**src/sv/qass_pkg.sv**
```systemverilog
// Package with the character codes and state types of the quote-aware space-strip filter.
package qass_pkg;

  // Character codes that the filter recognizes or produces.
  localparam logic [7:0] CH_NUL    = 8'h00;
  localparam logic [7:0] CH_DQUOTE = 8'h22;
  localparam logic [7:0] CH_SQUOTE = 8'h27;
  localparam logic [7:0] CH_SPACE  = 8'h20;
  localparam logic [7:0] CH_LPAREN = 8'h28;
  localparam logic [7:0] CH_RPAREN = 8'h29;
  localparam logic [7:0] CH_LBRACK = 8'h5B;
  localparam logic [7:0] CH_RBRACK = 8'h5D;
  localparam logic [7:0] CH_BSLASH = 8'h5C;

  // Flags that carry the literal tracking from one character to the next.
  typedef struct packed {
    logic inside_literal;
    logic literal_is_double;
    logic previous_was_backslash;
    logic just_closed;
  } lit_state_t;

endpackage

```
**src/sv/quote_aware_space_strip_filter.sv**
```systemverilog
// Top level of the quote-aware space-strip filter.
//
// The input channel (in_valid, in_stall, in_char, in_last) takes one character per
// request; in_last marks the final character of a sentence. The result channel
// (res_valid, res_stall, out_char, out_valid, out_last) returns zero or one result
// per character: out_valid is 1 when a character is emitted, and a dropped final
// character still yields one result with out_valid 0 and out_last 1.
// The strip_escapes register is written through cfg_valid, cfg_ready and cfg_data;
// cfg_ready is high while no character is held inside the block.
// A character is captured in the input register; from there it is evaluated against
// the literal flags and its result is loaded into the result register.
// Throughput is one character per cycle while no result waits under res_stall; the
// flag update is a few gates deep, and the state loop runs through the flag register.
// When res_stall is high while a result is waiting, the result register holds, and
// in_stall rises once the input register holds a character that produces a result.
// Characters that produce no result keep draining during a stall.
// Synchronous reset clears the literal flags, both valid bits and strip_escapes.
module quote_aware_space_strip_filter (
  input  logic       clk,
  input  logic       rst,
  // Input channel
  input  logic       in_valid,
  output logic       in_stall,
  input  logic [7:0] in_char,
  input  logic       in_last,
  // Result channel
  output logic       res_valid,
  input  logic       res_stall,
  output logic [7:0] out_char,
  output logic       out_valid,
  output logic       out_last,
  // Configuration channel
  input  logic       cfg_valid,
  output logic       cfg_ready,
  input  logic       cfg_data
);
  import qass_pkg::*;

  logic       strip_escapes;
  logic       s1_valid;
  logic [7:0] s1_char;
  logic       s1_last;
  lit_state_t st;
  lit_state_t st_next;
  logic       emit;
  logic [7:0] emit_char;
  logic       has_result;
  logic       s1_consume;
  logic       in_take;
  logic [7:0] close_quote;

  // Configuration is accepted only when nothing is in flight.
  assign cfg_ready = !s1_valid && !res_valid;

  always_ff @(posedge clk) begin
    if (rst) begin
      strip_escapes <= 1'b0;
    end else if (cfg_valid && cfg_ready) begin
      strip_escapes <= cfg_data;
    end
  end

  // The held character leaves when it makes no result or the result register is free.
  assign s1_consume = s1_valid && (!has_result || !res_valid || !res_stall);
  assign in_stall   = s1_valid && !s1_consume;
  assign in_take    = in_valid && !in_stall;

  // Input register.
  always_ff @(posedge clk) begin
    if (rst) begin
      s1_valid <= 1'b0;
    end else if (in_take) begin
      s1_valid <= 1'b1;
    end else if (s1_consume) begin
      s1_valid <= 1'b0;
    end
  end

  always_ff @(posedge clk) begin
    if (in_take) begin
      s1_char <= in_char;
      s1_last <= in_last;
    end
  end

  assign close_quote = st.literal_is_double ? CH_DQUOTE : CH_SQUOTE;

  // Character classification and next literal flags.
  always_comb begin
    emit      = 1'b0;
    emit_char = CH_NUL;
    st_next   = st;
    if (st.inside_literal) begin
      st_next.previous_was_backslash = (s1_char == CH_BSLASH);
      if (!strip_escapes && s1_char == CH_RPAREN) begin
        emit      = 1'b1;
        emit_char = CH_RBRACK;
      end else if (!strip_escapes && s1_char == CH_LPAREN) begin
        emit      = 1'b1;
        emit_char = CH_LBRACK;
      end else if (s1_char == close_quote && !st.previous_was_backslash) begin
        st_next.inside_literal         = 1'b0;
        st_next.previous_was_backslash = 1'b0;
        if (strip_escapes) begin
          st_next.just_closed = 1'b1;
        end else begin
          emit      = 1'b1;
          emit_char = s1_char;
        end
      end else if (s1_char == CH_BSLASH) begin
        emit      = !strip_escapes;
        emit_char = strip_escapes ? CH_NUL : s1_char;
      end else begin
        emit      = 1'b1;
        emit_char = s1_char;
      end
    end else if (st.just_closed) begin
      // The character after a closing quote is never taken as a new quote.
      st_next.just_closed = 1'b0;
      if (s1_char != CH_SPACE) begin
        emit      = 1'b1;
        emit_char = s1_char;
      end
    end else if (s1_char == CH_SQUOTE || s1_char == CH_DQUOTE) begin
      st_next.inside_literal         = 1'b1;
      st_next.literal_is_double      = (s1_char == CH_DQUOTE);
      st_next.previous_was_backslash = 1'b0;
      emit      = !strip_escapes;
      emit_char = strip_escapes ? CH_NUL : s1_char;
    end else if (s1_char != CH_SPACE) begin
      emit      = 1'b1;
      emit_char = s1_char;
    end
    // The end of a sentence starts the next one from a clean state.
    if (s1_last) begin
      st_next = '0;
    end
  end

  assign has_result = emit || s1_last;

  // Literal flags advance once per consumed character.
  always_ff @(posedge clk) begin
    if (rst) begin
      st <= '0;
    end else if (s1_consume) begin
      st <= st_next;
    end
  end

  // Result register.
  always_ff @(posedge clk) begin
    if (rst) begin
      res_valid <= 1'b0;
    end else if (s1_consume && has_result) begin
      res_valid <= 1'b1;
    end else if (!res_stall) begin
      res_valid <= 1'b0;
    end
  end

  always_ff @(posedge clk) begin
    if (s1_consume && has_result) begin
      out_char  <= emit_char;
      out_valid <= emit;
      out_last  <= s1_last;
    end
  end

endmodule

```
**config.mk**
```make
export PLATFORM = sky130hd
export DESIGN_NAME = quote_aware_space_strip_filter
export DESIGN_NICKNAME = d
export VERILOG_FILES = /design/src/sv/qass_pkg.sv /design/src/sv/quote_aware_space_strip_filter.sv
export SDC_FILE = /design/constraint.sdc
export NUM_CORES = 1
export LEC_CHECK = 0
export ABC_CLOCK_PERIOD_IN_PS = 9000
export BUFFER_PORTS_ARGS = -buffer_cell sky130_fd_sc_hd__buf_2
export CAP_MARGIN = 5
export CORE_MARGIN = 2
export CORE_UTILIZATION = 40
export DETAILED_ROUTE_END_ITERATION = 12
export GPL_TIMING_DRIVEN = 0
export PLACE_DENSITY = 0.58
export SLEW_MARGIN = 20
export SYNTH_ARGS = -nofsm -noshare
export SYNTH_HDL_FRONTEND = slang
export SYNTH_SLANG_ARGS = --single-unit
```
**constraint.sdc**
```tcl
create_clock -name clk -period 9 [get_ports clk]
set_clock_uncertainty 0.15 [all_clocks]
set_input_delay 1.8 -clock clk [delete_from_list [all_inputs] [get_ports clk]]
set_output_delay 1.8 -clock clk [all_outputs]
set_load 0.01 [all_outputs]
```
# After elaboration in Yosys (flattened, before gate mapping)
# Index checks and enable logic that the tools add are counted.
[op_classes] eq_ne=15 muxes=36 n_reduce_logical=27
[ops] operator="8-bit 2-to-1 mux" count=9
[ops] operator="8-bit by 6-bit equality test with 1-bit output, second input constant" count=4
[ops] operator="1-bit 2-to-1 mux" count=19
[ops] operator="1-bit logical AND" count=9
[ops] operator="3-bit 2-to-1 mux" count=3
[ops] operator="3-bit != test, second input constant" count=3
[ops] operator="8-bit by 6-bit equality test with 1-bit output" count=1
[ops] operator="8-bit by 7-bit equality test with 1-bit output, second input constant" count=1
[ops] operator="1-bit logical NOT" count=8
[ops] operator="2-bit 2-to-1 mux" count=4
[ops] operator="8-bit by 6-bit != test with 1-bit output, second input constant" count=1
[ops] operator="3-bit by 2-bit != test with 1-bit output, second input constant" count=2
[ops] operator="5-bit AND reduction" count=1
[ops] operator="1-bit logical OR" count=4
[ops] operator="4-bit 2-to-1 mux" count=1
[ops] operator="2-bit != test, second input constant" count=2
[ops] operator="4-bit AND reduction" count=1
[ops] operator="2-bit nonzero test" count=2
[ops] operator="3-bit AND reduction" count=1
[ops] operator="3-bit nonzero test" count=1
[ops] operator="2-bit by 1-bit != test with 1-bit output, second input constant" count=1
[totals] register_bits=26 out_inout_bits=13 wordCells=90

# Logic depth before layout (Yosys ltp)
[logic_depth] word_depth=17 depth_mapped=7

# Least setup slack after synthesis
# Ideal clock, no wire load.
[synth_timing] path_kind="input port to output port" from="in res_stall" to="out in_stall" arrival_time_ns=2.307 required_ns=7.050 path_slack_ns=4.743 cell_stages=3 path_buffers=1 path_cell_list="and2_1 buf_8 and3_2"
[synth_via] elab_chain_len=5
[synth_rtl] element="from (decl)" line="quote_aware_space_strip_filter.sv:28" source="input logic res_stall,"
[synth_rtl] element="1-bit logical NOT"
[synth_rtl] element="1-bit logical OR" line="quote_aware_space_strip_filter.sv:64" source="assign s1_consume = s1_valid && (!has_result || !res_valid || !res_stall);"
[synth_rtl] element="1-bit logical AND" line="quote_aware_space_strip_filter.sv:64"
[synth_rtl] element="1-bit logical NOT" line="quote_aware_space_strip_filter.sv:65" source="assign in_stall = s1_valid && !s1_consume;"
[synth_rtl] element="1-bit logical AND" line="quote_aware_space_strip_filter.sv:65"
[synth_rtl] element="to (decl)" line="quote_aware_space_strip_filter.sv:23" source="output logic in_stall,"
# Every way passes these cells.

# Worst setup path in the final report
[layout_timing] from="reg s1_char[4]" to="out in_stall"
[layout_via] elab_chain_len=13
[layout_rtl] element="from (decl)" line="quote_aware_space_strip_filter.sv:41" source="logic [7:0] s1_char;"
[layout_rtl] element="from (signal assigned)" line="quote_aware_space_strip_filter.sv:81" source="s1_char <= in_char;"
[layout_rtl] element="8-bit by 7-bit equality test with 1-bit output / 8-bit by 6-bit equality test with 1-bit output (equally long branches)" line="quote_aware_space_strip_filter.sv:110, quote_aware_space_strip_filter.sv:101"
[layout_rtl] element="1-bit 2-to-1 mux / 1-bit logical AND (equally long branches)" line="quote_aware_space_strip_filter.sv:110, quote_aware_space_strip_filter.sv:101"
[layout_rtl] element="1-bit 2-to-1 mux" line="quote_aware_space_strip_filter.sv:101" source="end else if (s1_char == close_quote && !st.previous_was_backslash) begin"
[layout_rtl] element="1-bit 2-to-1 mux" line="quote_aware_space_strip_filter.sv:98" source="end else if (!strip_escapes && s1_char == CH_LPAREN) begin"
[layout_rtl] element="1-bit 2-to-1 mux" line="quote_aware_space_strip_filter.sv:95" source="if (!strip_escapes && s1_char == CH_RPAREN) begin"
[layout_rtl] element="1-bit 2-to-1 mux *" line="quote_aware_space_strip_filter.sv:93" source="if (st.inside_literal) begin"
[layout_rtl] element="1-bit logical OR *" line="quote_aware_space_strip_filter.sv:140" source="assign has_result = emit || s1_last;"
[layout_rtl] element="1-bit logical NOT *" line="quote_aware_space_strip_filter.sv:64"
[layout_rtl] element="1-bit logical OR * (2 in a row)" line="quote_aware_space_strip_filter.sv:64"
[layout_rtl] element="1-bit logical AND *" line="quote_aware_space_strip_filter.sv:64"
[layout_rtl] element="1-bit logical NOT *" line="quote_aware_space_strip_filter.sv:65"
[layout_rtl] element="1-bit logical AND *" line="quote_aware_space_strip_filter.sv:65"
# Mark *: on every way between the ends. The rest lies on a longest branch, timed or not.

==> impl_results.md <==
- Status: finished, final reports clean
- Initial DRC count: 20
- Dominant cell type by area after synthesis: edfxtp_1
- Leakage: 0.547 nW
- Cell Chain, Critical Path: or4b_4 > a2111oi_4 > o211a_4 > o21bai_4 > and3_2 > buf_2
- Grt met3 use: 0.0192
- Count leader, synth: edfxtp_1
- Net switching power: 47.3 uW
- First drt pass iteration count: 4
- CP max stage cell: or4b_4
- Wire length per cell: 12.5 microns
- FF-to-FF End: s1_char[4]$_DFFE_PP_
- Flops & latches, synth: 26
- Ys flop type: edfxtp_1
- Grt total ovfl: 0
- Vias per Instance: 4.98
- Final setup vio count: 0
- Final Hold Fails: 0
- Hold EP: st[2]$_SDFFE_PP0P_
- Final Power: 208 uW
- CTS tree: built
- PwrDens: 138 nW/um^2
- Worst reg-to-reg setup slack: 5750 ps
- Register area share after synthesis: 0.549
- Final nets: 161
- # port buffers: 26
- Final cell count without fillers: 189
- CP endpoint kind: output port
- Crit-path leading delay family: compound AO/OA/AOI/OAI gates
- Area share of the leading cell type in the synthesized netlist: 0.441
- Die Height: 60.9 microns
- Number of flops mapped to enable cells by yosys: 19
- Post-CTS Setup Repair Bufs: 0
- Detail Placement HPWL: 1730 microns
- Comb power frac: 0.109
- Unrepaired setup endpoints after global routing: no
- Pin count of the biggest net entering global routing: 15
- Share of layout cells above drive strength 1: 0.303
- Post_cts resized: 0
- Async SR Flop Fraction: 0
- Area grow syn2layout: 16.3%
- Critical path required time: 7050 ps
- # hold bufs at CTS: 0
- Type of origin of the critical path: flip-flop
- Slew headroom: 0.490
- CORE AREA: 3050 sq um
- Met2 usage: 0.221
- Number of placement rows: 20
- Critical Path AT: 2590 ps
- Vias: 942
- Initial antenna violation count: 0
- Met1 Use GR: 0.194
- Post-synth top cells: 19 x edfxtp_1, 10 x a21oi_1, 9 x nand2_1, 9 x o21ai_0, 7 x dfxtp_1
- Total GRT Usage: 0.140
- H-tree depth: 1
- Syn. warnings: 0
- Unique masters post-synth: 44
- CP max FO: 10
- Clock root buffer: clkbuf_4
- RR Startpoint: s1_char[4]$_DFFE_PP_
- Initial Util: 0.424
- Slew Limit Fails: 0
- Type of the worst min-delay path: reg2reg
- Final Cycle Share: 0.504
- N_diodes: 0
- Sequential Power Share: 0.659
- Clk pwr share: 0.233
- Most used routing layer: met2
- Max Root-Sink Buffers: 2
- Synthesized area per cell: 11.2 sq um
- TritonCTS buffer count: 3
- Placed Instances: 185
- Die ar.: 3710 sq um
- Sw Share: 0.228
- DRC: 0
- First-pass GRT wire length: 3840 microns
- Post-Synthesis Cells: 115
- HP Start: st[2]$_SDFFE_PP0P_
- Total negative slack: 0 ps
- CTS sink count: 26
- Syn_nets: 130
- Max-cap violations: 0
- Worst Max-Slew Pin Slew: 764 ps
- Vias in the first global route: 877
- Gpl congestion: 0.821
- Post-route ant nets: 0
- Clock Latency Late Sink: 310 ps
- Final min period: 4540 ps
- DRT Wirelength: 2350 microns
- Int Pwr: 160 uW
- Clock slew at reported path FFs: 130 ps
- CP peak stage delay: 600 ps
- WP buf/inv: 1
- I/O pin count: 28
- Reg2Reg Depth: 6
- Area contributors post-synth: edfxtp_1 44%, dfxtp_1 11%, a21oi_1 3.9%, o21ai_0 3.5%, nand2_1 2.6%
- Worst Hold Depth: 2
- Setup CP Type: reg2out
- Die width: 60.9 microns
- Fmax: 0.220 GHz
- VDD IR max: 0.0613 mV
- Cell Area, Synth: 1290 sq um
## power groups by stage
stage / logic [mW] / registers, mW / clock network (mW)
after floorplan: 0.0137 / 0.140 / 0
after global placement: 0.0219 / 0.139 / 0
after detailed placement: 0.0225 / 0.139 / 0
after CTS: 0.0226 / 0.137 / 0.0529
after global routing: 0.0249 / 0.138 / 0.0569
final: 0.0226 / 0.137 / 0.0483
## tightest hold or removal path: cells and delay by family, from the launching register on
kind | cells | cell delay [ps]
flip-flops | 1 | 340
multiplexers | 1 | 60
AND/OR/NAND/NOR | 1 | 60
## kinds of logic after synthesis
| kind of cell | share of synthesized area |
|---|---|
| flip-flops | 0.549 |
| buffers and inverters | 0.0551 |
| AO/OA/AOI/OAI | 0.187 |
| multiplexers | 0.00774 |
| AND/OR/NAND/NOR | 0.194 |
| XOR/XNOR | 0.00677 |
## flip-flops by register name, summed over array words and instances, names as in the netlist
register       count
s1_last            1
st                 4
s1_valid           1
res_valid          1
out_last           1
s1_char            8
strip_escapes      1
out_valid          1
out_char           8
## layout make-up
cell class,instances,area [sq um]
buffer,8,48.8
clock buffer,3,22.5
clock inverter,1,3.75
fill,298,1550
inverter,6,22.5
multi-input combinational,75,512
sequential,26,711
tap,44,55.1
timing repair buffer,26,130
## per-layer routing
metal / vias to the layer above / wire length (microns)
met5: - / 0
met4: 0 / 15
met3: 2 / 81
met2: 19 / 1100
met1: 440 / 1160
li1: 481 / -
## through the flow
step,setup slack [ps],hold slack [ps],instance area [sq um],utilization
6_report,4460,345,1510,0.493
5_1_grt,4350,400,1510,0.493
4_1_cts,4450,352,1510,0.493
3_5_place_dp,4510,334,1480,0.484
3_3_place_gp,4530,328,1480,0.484
2_1_floorplan,4740,302,1290,-
## cells in the final DEF (no fill, tap or decap), types with 2 or more instances in the layout
| master | Yosys | final |
|---|---|---|
| buf_4 | 2 | 2 |
| nand3_1 | 2 | 2 |
| edfxtp_1 | 19 | 19 |
| clkbuf_4 | 0 | 3 |
| nor2_1 | 4 | 4 |
| clkbuf_1 | 4 | 4 |
| inv_1 | 6 | 6 |
| dfxtp_1 | 7 | 7 |
| o21ai_0 | 9 | 9 |
| nand2b_1 | 5 | 5 |
| buf_2 | 0 | 26 |
| a21oi_1 | 10 | 10 |
| a31oi_1 | 2 | 2 |
| nor3_1 | 3 | 3 |
| nor4_1 | 3 | 3 |
| nand2_1 | 9 | 9 |
## worst max-delay path by stage
stage	from	to	cells past startpoint
after global routing	s1_char[4]$_DFFE_PP_	in_stall	6
after CTS	s1_char[4]$_DFFE_PP_	in_stall	6
final	s1_char[4]$_DFFE_PP_	in_stall	6
after floorplan	res_stall	in_stall	3
after detailed placement	res_stall	in_stall	5
after global placement	res_stall	in_stall	5
(Power assumes the default switching activity.)
